<file path="config.mk">
export PLATFORM = sky130hd
export DESIGN_NAME = ewma_zscore_anomaly_filter
export DESIGN_NICKNAME = d
export VERILOG_FILES = /design/src/sv/ezaf_pkg.sv /design/src/sv/ewma_zscore_anomaly_filter.sv /design/src/sv/ezaf_dp.sv /design/src/sv/ezaf_ctrl.sv
export SDC_FILE = /design/constraint.sdc
export NUM_CORES = 2
export LEC_CHECK = 0
export BUFFER_PORTS_ARGS = -buffer_cell sky130_fd_sc_hd__buf_4
export CORE_ASPECT_RATIO = 1.4
export CORE_MARGIN = 4
export CORE_UTILIZATION = 50
export DETAILED_ROUTE_END_ITERATION = 16
export PLACE_DENSITY = 0.64
export SLEW_MARGIN = 0
export SYNTH_ARGS = -nofsm -noshare
export SYNTH_HDL_FRONTEND = slang
export SYNTH_SLANG_ARGS = --single-unit
</file>
<file path="constraint.sdc">
create_clock -name clk -period 11.4 [get_ports clk]
set_input_delay 1.71 -clock clk [delete_from_list [all_inputs] [get_ports clk]]
set_output_delay 1.71 -clock clk [all_outputs]
set_load 0.05 [all_outputs]
</file>
<file path="src/sv/ezaf_pkg.sv">
// shared types for the ewma z-score anomaly filter
// request and result payloads, controller states and datapath commands
package ezaf_pkg;

  localparam logic [15:0] SMOOTHING_RESET = 16'd3277;
  localparam logic [15:0] THRESHOLD_RESET = 16'd512;
  localparam logic [15:0] WARMUP_RESET    = 16'd20;
  localparam logic [16:0] SCORE_ONE       = 17'h10000;
  localparam logic [4:0]  SQRT_STEPS      = 5'd24;
  localparam logic [4:0]  DIV_STEPS       = 5'd16;

  typedef enum logic [1:0] {
    CFG_SMOOTHING = 2'd0,
    CFG_THRESHOLD = 2'd1,
    CFG_WARMUP    = 2'd2
  } cfg_index_t;

  typedef struct packed {
    logic        action;
    logic [23:0] sample;
  } ezaf_req_t;

  typedef struct packed {
    logic [16:0] score;
    logic        anomalous;
    logic        warming_up;
    logic [23:0] threshold;
  } ezaf_rsp_t;

  typedef enum logic [4:0] {
    ST_IDLE,
    ST_SQRT,
    ST_MULK,
    ST_THR,
    ST_DIV,
    ST_RES,
    ST_FIRST,
    ST_M_DD,
    ST_M_ADL,
    ST_M_ADH,
    ST_A_ADH,
    ST_T_SUM,
    ST_M_TL,
    ST_M_TH,
    ST_A_TH,
    ST_V_WR,
    ST_M_AS,
    ST_A_AS,
    ST_M_WR
  } ezaf_state_t;

  typedef enum logic [2:0] {
    MS_KSD,
    MS_DD,
    MS_ADL,
    MS_ADH,
    MS_TL,
    MS_TH,
    MS_IAM,
    MS_AS
  } mul_sel_t;

  typedef enum logic [1:0] {
    ACC_HOLD,
    ACC_INIT,
    ACC_ADD,
    ACC_ADD_HI
  } acc_op_t;

  typedef struct packed {
    logic     load;
    logic     sqrt_step;
    logic     thr_ld;
    logic     div_step;
    logic     res_ld;
    logic     dd_ld;
    logic     t_ld;
    logic     var_ld;
    logic     mean_ld;
    logic     first_ld;
    mul_sel_t mul_sel;
    acc_op_t  acc_op;
  } ezaf_cmd_t;

  typedef struct packed {
    logic action;
    logic first;
    logic res_free;
  } ezaf_sts_t;

endpackage

</file>
<file path="src/sv/ewma_zscore_anomaly_filter.sv">
// Scores each unsigned Q8.16 sample against an exponentially weighted mean
// and variance and, when the action bit is set, folds the sample in. One
// request is worked at a time. Its score comes from the 24-step bit-serial
// square root and the 16-step restoring divider; the single shared 24x24
// multiplier sequences the fold. The result register lets a new request be
// accepted while the previous result waits. Config writes are always ready.
module ewma_zscore_anomaly_filter import ezaf_pkg::*; (
  input  logic        clk,
  input  logic        rst,
  input  logic        in_valid,
  output logic        in_stall,
  input  ezaf_req_t   in_req,
  output logic        out_valid,
  input  logic        out_stall,
  output ezaf_rsp_t   out_rsp,
  input  logic        cfg_valid,
  output logic        cfg_ready,
  input  logic [1:0]  cfg_index,
  input  logic [15:0] cfg_data
);

  ezaf_cmd_t cmd;
  ezaf_sts_t sts;

  assign cfg_ready = 1'b1;

  ezaf_ctrl u_ctrl (
    .clk      (clk),
    .rst      (rst),
    .in_valid (in_valid),
    .in_stall (in_stall),
    .sts      (sts),
    .cmd      (cmd)
  );

  ezaf_dp u_dp (
    .clk       (clk),
    .rst       (rst),
    .cmd       (cmd),
    .sts       (sts),
    .in_req    (in_req),
    .cfg_we    (cfg_valid && cfg_ready),
    .cfg_index (cfg_index),
    .cfg_data  (cfg_data),
    .out_stall (out_stall),
    .out_valid (out_valid),
    .out_rsp   (out_rsp)
  );

endmodule

</file>
<file path="src/sv/ezaf_dp.sv">
// datapath: statistics, config registers, bit-serial sqrt and divider,
// shared multiplier with accumulator, result register; uses ezaf_pkg
module ezaf_dp import ezaf_pkg::*; (
  input  logic        clk,
  input  logic        rst,
  input  ezaf_cmd_t   cmd,
  output ezaf_sts_t   sts,
  input  ezaf_req_t   in_req,
  input  logic        cfg_we,
  input  logic [1:0]  cfg_index,
  input  logic [15:0] cfg_data,
  input  logic        out_stall,
  output logic        out_valid,
  output ezaf_rsp_t   out_rsp
);

  logic [15:0] alpha, kf, warmup;
  logic [15:0] count;
  logic [23:0] mean;
  logic [47:0] var_q;
  logic        action;
  logic [23:0] sample;
  logic        warm;
  logic [47:0] rem, root, bitr;
  logic [47:0] p;
  logic [23:0] dd;
  logic [47:0] t;
  logic [65:0] acc;
  logic [23:0] thr;
  logic [40:0] r;
  logic [15:0] q;
  logic        over, pos;

  logic [48:0] sq_try;
  logic [23:0] ma, mb, dabs;
  logic [16:0] ia;
  logic [32:0] thr_sum;
  logic [23:0] dpos;
  logic [40:0] r2;
  logic [48:0] t_sum;
  logic [16:0] score;

  assign ia     = SCORE_ONE - {1'b0, alpha};
  assign dabs   = (sample >= mean) ? sample - mean : mean - sample;
  assign dpos   = sample - mean;
  assign sq_try = {1'b0, root} + {1'b0, bitr};
  assign thr_sum = {9'd0, mean} + {1'b0, p[39:8]};
  assign r2     = {r[39:0], 1'b0};
  assign t_sum  = {1'b0, var_q} + {1'b0, acc[63:16]};
  assign score  = (warm || !pos) ? 17'd0 : (over ? SCORE_ONE : {1'b0, q});

  always_comb begin
    case (cmd.mul_sel)
      MS_KSD: begin ma = {8'd0, kf};      mb = root[23:0]; end
      MS_DD:  begin ma = dabs;            mb = dabs;       end
      MS_ADL: begin ma = {8'd0, alpha};   mb = p[23:0];    end
      MS_ADH: begin ma = {8'd0, alpha};   mb = dd;         end
      MS_TL:  begin ma = {7'd0, ia};      mb = t[23:0];    end
      MS_TH:  begin ma = {7'd0, ia};      mb = t[47:24];   end
      MS_IAM: begin ma = {7'd0, ia};      mb = mean;       end
      MS_AS:  begin ma = {8'd0, alpha};   mb = sample;     end
      default: begin ma = '0;             mb = '0;         end
    endcase
  end

  assign sts.action   = action;
  assign sts.first    = (count == 16'd0);
  assign sts.res_free = !out_valid || !out_stall;

  always_ff @(posedge clk) begin
    if (rst) begin
      alpha  <= SMOOTHING_RESET;
      kf     <= THRESHOLD_RESET;
      warmup <= WARMUP_RESET;
    end else if (cfg_we) begin
      case (cfg_index)
        CFG_SMOOTHING: alpha  <= cfg_data;
        CFG_THRESHOLD: kf     <= cfg_data;
        CFG_WARMUP:    warmup <= cfg_data;
        default: ;
      endcase
    end
  end

  // statistics
  always_ff @(posedge clk) begin
    if (rst) begin
      count <= '0;
      mean  <= '0;
      var_q <= '0;
    end else begin
      if (cmd.first_ld) begin
        mean  <= sample;
        var_q <= '0;
      end
      if (cmd.var_ld) var_q <= acc[63:16];
      if (cmd.mean_ld) mean <= acc[39:16];
      if ((cmd.first_ld || cmd.mean_ld) && count != 16'hFFFF) count <= count + 16'd1;
    end
  end

  always_ff @(posedge clk) begin
    if (rst) begin
      out_valid <= 1'b0;
    end else if (cmd.res_ld) begin
      out_valid <= 1'b1;
    end else if (!out_stall) begin
      out_valid <= 1'b0;
    end
  end

  always_ff @(posedge clk) begin
    p <= ma * mb;
    if (cmd.load) begin
      action <= in_req.action;
      sample <= in_req.sample;
      warm   <= count < warmup;
      rem    <= (var_q == 48'd0) ? 48'd1 : var_q;
      root   <= '0;
      bitr   <= 48'd1 << 46;
    end
    if (cmd.sqrt_step) begin
      if ({1'b0, rem} >= sq_try) begin
        rem  <= rem - sq_try[47:0];
        root <= (root >> 1) + bitr;
      end else begin
        root <= root >> 1;
      end
      bitr <= bitr >> 2;
    end
    if (cmd.thr_ld) begin
      thr  <= (thr_sum > 33'hFFFFFF) ? 24'hFFFFFF : thr_sum[23:0];
      pos  <= sample > mean;
      over <= {10'd0, dpos, 7'd0} >= {1'b0, p[39:0]};
      r    <= {10'd0, dpos, 7'd0};
      q    <= '0;
    end
    if (cmd.div_step) begin
      if (r2 >= {1'b0, p[39:0]}) begin
        r <= r2 - {1'b0, p[39:0]};
        q <= {q[14:0], 1'b1};
      end else begin
        r <= r2;
        q <= {q[14:0], 1'b0};
      end
    end
    if (cmd.res_ld) begin
      out_rsp.score      <= score;
      out_rsp.anomalous  <= !warm && (sample > thr);
      out_rsp.warming_up <= warm;
      out_rsp.threshold  <= thr;
    end
    if (cmd.dd_ld) dd <= p[47:24];
    if (cmd.t_ld) t <= t_sum[48] ? 48'hFFFFFFFFFFFF : t_sum[47:0];
    case (cmd.acc_op)
      ACC_INIT:   acc <= 66'd32768;
      ACC_ADD:    acc <= acc + {18'd0, p};
      ACC_ADD_HI: acc <= acc + {p[41:0], 24'd0};
      default:    acc <= acc;
    endcase
  end

endmodule

</file>
<file path="src/sv/ezaf_ctrl.sv">
// controller: sequences the sqrt, divide, result and fold steps
// drives ezaf_dp through command and status structs from ezaf_pkg
module ezaf_ctrl import ezaf_pkg::*; (
  input  logic      clk,
  input  logic      rst,
  input  logic      in_valid,
  output logic      in_stall,
  input  ezaf_sts_t sts,
  output ezaf_cmd_t cmd
);

  ezaf_state_t state, state_next;
  logic [4:0]  cnt, cnt_next;

  always_ff @(posedge clk) begin
    if (rst) begin
      state <= ST_IDLE;
      cnt   <= '0;
    end else begin
      state <= state_next;
      cnt   <= cnt_next;
    end
  end

  always_comb begin
    state_next = state;
    cnt_next   = cnt;
    cmd        = '0;
    cmd.mul_sel = MS_KSD;
    cmd.acc_op  = ACC_HOLD;
    in_stall   = (state != ST_IDLE);
    case (state)
      ST_IDLE: begin
        cnt_next = '0;
        if (in_valid) begin
          cmd.load   = 1'b1;
          state_next = ST_SQRT;
        end
      end
      ST_SQRT: begin
        cmd.sqrt_step = 1'b1;
        cnt_next      = cnt + 5'd1;
        if (cnt == SQRT_STEPS - 5'd1) state_next = ST_MULK;
      end
      ST_MULK: begin
        cmd.mul_sel = MS_KSD;
        state_next  = ST_THR;
      end
      ST_THR: begin
        cmd.thr_ld = 1'b1;
        cnt_next   = '0;
        state_next = ST_DIV;
      end
      ST_DIV: begin
        cmd.div_step = 1'b1;
        cnt_next     = cnt + 5'd1;
        if (cnt == DIV_STEPS - 5'd1) state_next = ST_RES;
      end
      ST_RES: begin
        if (sts.res_free) begin
          cmd.res_ld = 1'b1;
          if (!sts.action) state_next = ST_IDLE;
          else if (sts.first) state_next = ST_FIRST;
          else state_next = ST_M_DD;
        end
      end
      ST_FIRST: begin
        cmd.first_ld = 1'b1;
        state_next   = ST_IDLE;
      end
      ST_M_DD: begin
        cmd.mul_sel = MS_DD;
        cmd.acc_op  = ACC_INIT;
        state_next  = ST_M_ADL;
      end
      ST_M_ADL: begin
        cmd.dd_ld   = 1'b1;
        cmd.mul_sel = MS_ADL;
        state_next  = ST_M_ADH;
      end
      ST_M_ADH: begin
        cmd.mul_sel = MS_ADH;
        cmd.acc_op  = ACC_ADD;
        state_next  = ST_A_ADH;
      end
      ST_A_ADH: begin
        cmd.acc_op = ACC_ADD_HI;
        state_next = ST_T_SUM;
      end
      ST_T_SUM: begin
        cmd.t_ld   = 1'b1;
        cmd.acc_op = ACC_INIT;
        state_next = ST_M_TL;
      end
      ST_M_TL: begin
        cmd.mul_sel = MS_TL;
        state_next  = ST_M_TH;
      end
      ST_M_TH: begin
        cmd.mul_sel = MS_TH;
        cmd.acc_op  = ACC_ADD;
        state_next  = ST_A_TH;
      end
      ST_A_TH: begin
        cmd.mul_sel = MS_IAM;
        cmd.acc_op  = ACC_ADD_HI;
        state_next  = ST_V_WR;
      end
      ST_V_WR: begin
        cmd.var_ld  = 1'b1;
        cmd.mul_sel = MS_AS;
        cmd.acc_op  = ACC_INIT;
        state_next  = ST_M_AS;
      end
      ST_M_AS: begin
        cmd.mul_sel = MS_IAM;
        cmd.acc_op  = ACC_ADD;
        state_next  = ST_A_AS;
      end
      ST_A_AS: begin
        cmd.acc_op = ACC_ADD;
        state_next = ST_M_WR;
      end
      ST_M_WR: begin
        cmd.mean_ld = 1'b1;
        state_next  = ST_IDLE;
      end
      default: begin
        state_next = ST_IDLE;
      end
    endcase
  end

endmodule

</file>
Yosys cells after proc, flatten, opt, wreduce, memory -nomap -nowiden
Index checks and enable logic that the tools add are counted.
{ "classes": {"addsub": 13, "n_mul": 1, "order_cmp": 8, "eq_ne": 38, "muxes": 48, "reduce_logical": 34} }
{ "ops": {"columns": ["cell", "count"], "rows": [
  ["48-bit two-way mux", 9],
  ["66-bit one-hot mux with 3 select lines", 1],
  ["24-bit one-hot mux with 8 select lines", 1],
  ["40-bit two-way mux", 3],
  ["24-bit one-hot mux with 4 select lines", 1],
  ["45-bit two-way mux", 2],
  ["5-bit one-hot mux with 17 select lines", 1],
  ["24-bit two-way mux", 3],
  ["66-bit by 48-bit adder with 66-bit output", 1],
  ["66-bit adder", 1],
  ["48-bit by 47-bit adder with 49-bit output", 1],
  ["48-bit by 48-bit adder with 49-bit output", 1],
  ["48-bit by 49-bit greater-or-equal comparator with 1-bit output", 1],
  ["47-bit by 47-bit adder with 48-bit output", 1],
  ["24-bit greater-than comparator", 2],
  ["48-bit zero test", 1],
  ["24-bit by 24-bit multiplier with 48-bit output", 1],
  ["24-bit subtractor", 2],
  ["48-bit subtractor", 1],
  ["5-bit by 4-bit == test with 1-bit output (second input constant)", 9],
  ["41-bit by 40-bit greater-or-equal comparator with 1-bit output", 1],
  ["31-bit by 40-bit greater-or-equal comparator with 1-bit output", 1],
  ["40-bit subtractor", 1],
  ["24-bit by 32-bit adder with 33-bit output", 1],
  ["other kinds (41)", 95]
]} }
{ "totals": {"reg_bits": 604, "inputBits": 48, "output_inout_bits": 46, "elab_cells": 172} }

Depth between registers and ports, before layout
{ "depth": {"ltp_word": 7, "depth_mapped": 42, "depth_no_buf": 39} }

By module
A second synthesis with hierarchy kept.
{ "unflattened": {"hier_cells": 7453, "hier_area_um2": 64555.7} }
{ "modules_own_cells": {"columns": ["mod", "instances", "cells_each", "area_per_inst_um2", "seq_area_each_um2"], "rows": [
  ["ezaf_dp", 1, 7334, 63683.6, 15434.8],
  ["ezaf_ctrl", 1, 117, 860.8, 200.2],
  ["ewma_zscore_anomaly_filter", 1, 2, 11.3, 0.0]
]} }

Worst setup path after synthesis
OpenSTA, ideal clock, no wires.
{ "synth_path": {"path_kind": "register to register", "start": "register u_dp.sample[0]", "end": "register u_dp.p[47]", "setup_ps": 72, "t_arrival_ps": 9692, "required_time_ps": 11328, "path_slack_ps": 1636, "path_stages_with_launch": 38, "n_path_buf": 2, "period_less_slack_ps": 9764, "path_cell_list": "edfxtp_1 inv_1 ha_1 inv_1 fa_1 a21o_1 a41oi_2 nand2_2 o31a_1 a211o_2 nand2_4 buf_8 mux2i_2 mux2i_4 a31oi_2 buf_6 nand2_1 fa_1 [... 2 more ...] fa_1 fa_1 fa_1 fa_1 inv_1 fa_1 inv_1 ha_1 and3_1 a221oi_1 o21ai_0 or3_1 o21bai_1 a21oi_1 or4_1 a31o_2 a21oi_1 xnor2_1"} }
{ "synth_between": {"elab_chain_cells": 4, "word_cells_on_any_way": 7, "cone_classes": "add/sub: 2; mul: 1; order compare: 1; mux: 3"} }
{ "synth_lines": {"columns": ["item", "line_no", "rtl"], "rows": [
  ["start: declaration", "ezaf_dp.sv:22", "logic [23:0] sample;"],
  ["start signal: assignment", "ezaf_dp.sv:116", "sample <= in_req.sample;"],
  ["24-bit subtractor or 24-bit greater-or-equal comparator (tied branches)", "ezaf_dp.sv:44", "assign dabs = (sample >= mean) ? sample - mean : mean - sample;"],
  ["24-bit two-way mux", "ezaf_dp.sv:44", null],
  ["24-bit one-hot mux with 8 select lines or 24-bit one-hot mux with 4 select lines (tied branches)", "ezaf_dp.sv:53", "case (cmd.mul_sel)"],
  ["24-bit by 24-bit multiplier with 48-bit output (*)", "ezaf_dp.sv:113", "p <= ma * mb;"],
  ["end signal: assignment", "ezaf_dp.sv:113", null],
  ["end: declaration", "ezaf_dp.sv:25", "logic [47:0] p;"]
]} }
Every way passes the cells marked *; elsewhere a longest branch is shown, timed or not.
A chain may end at the register's enable or synchronous reset.

Final worst setup path
{ "layout_path": {"start": "register u_dp.mean[1]", "end": "register u_dp.p[47]"} }
{ "layout_between": {"elab_chain_cells": 4, "word_cells_on_any_way": 7, "cone_classes": "add/sub: 2; mul: 1; order compare: 1; mux: 3"} }
{ "layout_lines": {"columns": ["item", "line_no", "rtl"], "rows": [
  ["start: declaration", "ezaf_dp.sv:19", "logic [23:0] mean;"],
  ["start signal: assignment", "ezaf_dp.sv:93", "mean <= sample;"],
  ["start signal: assignment", "ezaf_dp.sv:97", "if (cmd.mean_ld) mean <= acc[39:16];"],
  ["24-bit subtractor or 24-bit greater-or-equal comparator (tied branches)", "ezaf_dp.sv:44", null],
  ["24-bit two-way mux", "ezaf_dp.sv:44", null],
  ["24-bit one-hot mux with 8 select lines or 24-bit one-hot mux with 4 select lines (tied branches)", "ezaf_dp.sv:53", null],
  ["24-bit by 24-bit multiplier with 48-bit output (*)", "ezaf_dp.sv:113", null]
]} }
Marks and branches as above.

==> impl_metrics.csv <==
group,metric,value,unit
yosys,synth_top_cell_by_area,"edfxtp_1",
sta,finalHoldViolCount,0,
global_routing,gr-total-overflow,0,
worst_hold_path,min-delay-start,"u_dp.thr[23]$_SDFFCE_PN1P_",
pwr,vdd_ir_drop_max,264,uV
outcome,status,"completed",
sta,tightest_slew,1140,ps
finish,nFillCells,11900,
worst_setup_path,crit_type,"flop to flop",
yosys,synthesis.area,63900,um^2
yosys,synth_common_cells,"nand2_1 (913), inv_1 (828), ha_1 (589)",
yosys,yosysSeqAreaShare,24.5,%
cts,clockBufferDepth,3,
cts,cts_inserted_buffers,71,
yosys,synth_top_area_share,16.8,%
worst_setup_path,reg2reg_to,"u_dp.p[47]$_DFF_P_",
sta,hold_slack,455,ps
worst_setup_path,crit_path_frequent_cell,"fa_1",
worst_setup_path,cp.required,12010,ps
routing,vias,56300,
worst_setup_path,critPathMaxStageDelay,640,ps
routing,ant_nets,0,
yosys,yosys-top-cells-area,"edfxtp_1 (17%), fa_1 (15%), ha_1 (12%)",
yosys,syn_area_per_cell,8.72,um^2
worst_setup_path,endpoint_kind,"flop",
cts,htreeDepth,3,
floorplan,coreArea,126000,um^2
routing,route.detailed.drc,0,
floorplan,ios,94,
worst_setup_path,critPathBufInv,8,
flow_run,max-cap-violations,0,
worst_setup_path,rrSetupSlack,320,ps
placed_design,place_congestion,1.05,
cts,cts_tree,"yes",
global_routing,track_usage,35.5,%
worst_setup_path,reg2reg_from,"u_dp.mean[1]$_SDFFE_PP0P_",
yosys,ys.flop_type,"edfxtp_1",
pwr,power.leakage,31.4,nW
finish,regArea,15600,um^2
yosys,ys_types,118,
floorplan,die_area,134000,um^2
cts,path_clk_slew,70,ps
routing,routed_wl,240000,um
sta,relSlewSlack,23.7,%
floorplan,fp.dieH,431,um
global_routing,grt_pass1_wl,354000,um
worst_setup_path,cp-endpoint,"u_dp.p[47]$_DFF_P_",
worst_hold_path,hold_path_class,"flop to flop",
finish,multi_input_area,43900,um^2
global_routing,grt_pass1_vias,56600,
placed_design,io_buffer_count,92,
sta,fin_crit,11080,ps
sta,rsz0062_at_grt,"false",
sta,setup_violations,0,
placed_design,hpwl,191000,um
worst_setup_path,worstPathArrival,11690,ps
routing,avgViaCountPerCell,6.18,
floorplan,start_util,50.5,%
worst_setup_path,crit_family,"adder cells",
floorplan,die_x,310,um
finish,drive_gt1_share,7.95,%
routing,wl_per_cell,26.4,um
sta,skew,42.0,ps
yosys,syn_nets,8451,
routing,drtIter0Drc,5190,
global_routing,antenna_found_initial,16,
sta,fin_tns_setup,0,ps
sta,fmax,90.2,MHz
sta,period_share,97.2,%
yosys,async_flop_share,0,%
worst_setup_path,crit_cells,37,
yosys,yosysWarnings,0,
finish,nets,8533,
finish,syn_to_final_growth,9.16,%
worst_setup_path,critPathSlowestCell,"nor3_1",
worst_setup_path,cp-startpoint,"u_dp.mean[1]$_SDFFE_PP0P_",
worst_setup_path,worstPathMaxFanout,9,
sta,final_max_slew_viol_count,0,
yosys,synth-edff-count,358,
yosys,yosysMostFrequentCell,"nand2_1",
worst_setup_path,critPathLaunchType,"flop",
pwr,pwr_density_cell,201,nW/um^2
yosys,synth-seq-cells,602,
routing,dr.pass1.iters,14,
floorplan,rows,154,
global_routing,grt_max_degree,80,
cts,cts_root_buf,"clkbuf_16",
cts,postCtsHoldBufs,0,
cts,clkLatencyLatePin,690,ps
worst_setup_path,worstRegToRegCells,37,
cts,cts.sinks,602,
yosys,syn_inst,7324,
==> routing by layer <==
layer	track usage, %	wire length (um)	vias up
met2	60.2	116000	2343
met1	38.5	83000	27500
met5	0	30	-
met3	6.70	17200	884
met4	29.0	24200	4
li1	-	-	25500
==> worst min-delay path by stage <==
| stage | cells after the start | endpoint | slack (ps) |
|---|---|---|---|
| floorplan | 0 | u_dp.dd[16]$_DFFE_PP_ | 410 |
| global placement | 0 | u_dp.out_rsp[13]$_DFFE_PP_ | 440 |
| global route | 0 | u_dp.out_rsp[23]$_DFFE_PP_ | 470 |
| finish | 0 | u_dp.out_rsp[23]$_DFFE_PP_ | 450 |
| CTS | 0 | u_dp.out_rsp[23]$_DFFE_PP_ | 460 |
| detailed placement | 0 | u_dp.out_rsp[23]$_DFFE_PP_ | 440 |
==> logic make-up after synthesis <==
group           Yosys count  share of synthesized area [%]
compound gates         1690                           17.7
xor+xnor                398                           5.46
fa+ha+maj              1079                           26.9
buf+inv                1153                           7.10
flops                   602                           24.5
mux                     121                           1.98
other cells               1                        0.00587
simple gates           2280                           16.5
==> cell type report <==
type	instances	share of cell area, %
Clock inverter	43	0.696
Multi-Input combinational cell	5569	62.9
Timing Repair Buffer	330	3.59
Tap cell	1638	2.94
Sequential cell	602	22.4
Clock buffer	87	2.89
Antenna cell	11	0.0395
Inverter	832	4.48
==> where the power goes <==
part	switching (mW)	total, mW	internal [mW]
Combinational	5.19	8.18	2.99
Clock	1.05	2.47	1.42
Sequential	0.625	3.38	2.75
==> per-stage QoR <==
stage / instances / util [%] / total power, mW / cell area [um^2] / setup slack, ps
detailed placement: 8969 / 53.1 / 11.4 / 67200 / 70.8
global placement: 8969 / 53.1 / 11.3 / 67200 / 231
floorplan: 7324 / - / 8.65 / 63900 / 1640
finish: 9112 / 55.2 / 14.0 / 69700 / 318
CTS: 9099 / 55.1 / 13.9 / 69700 / 22.6
global route: 9104 / 55.2 / 14.9 / 69700 / 64.3
==> placed cells by master, fill, tap and decap left out, types with 81 or more instances in the layout <==
cell type | netlist | routed
a21o_1 | 180 | 180
a21oi_1 | 439 | 437
a31oi_1 | 88 | 88
and2_1 | 153 | 152
buf_4 | 16 | 327
dfxtp_1 | 244 | 244
edfxtp_1 | 358 | 358
fa_1 | 490 | 490
ha_1 | 589 | 589
inv_1 | 828 | 828
mux2i_1 | 110 | 108
nand2_1 | 913 | 912
nand2b_1 | 81 | 81
nand3_1 | 143 | 141
nand4_1 | 89 | 89
nor2_1 | 526 | 520
nor3_1 | 93 | 90
o21ai_0 | 300 | 299
xnor2_1 | 216 | 216
xor2_1 | 182 | 182
==> sequential cells by signal, indices dropped and copies added (netlist names), 5 cells and up <==
name	flops
u_ctrl.cnt	5
u_ctrl.state	5
u_dp.acc	64
u_dp.alpha	16
u_dp.bitr	24
u_dp.count	16
u_dp.dd	24
u_dp.kf	16
u_dp.mean	24
u_dp.out_rsp	43
u_dp.p	48
u_dp.q	16
u_dp.r	40
u_dp.rem	48
u_dp.root	48
u_dp.sample	24
u_dp.t	48
u_dp.thr	24
u_dp.var_q	48
u_dp.warmup	16
==> repair_timing <==
item                                    in CTS  in global routing
endpoints found under the hold margin        0                  0
buffers inserted                             0                  2
endpoints found under the setup margin       0                 10
resized for setup                            0                  8
Power figures use the tool's default switching activity.
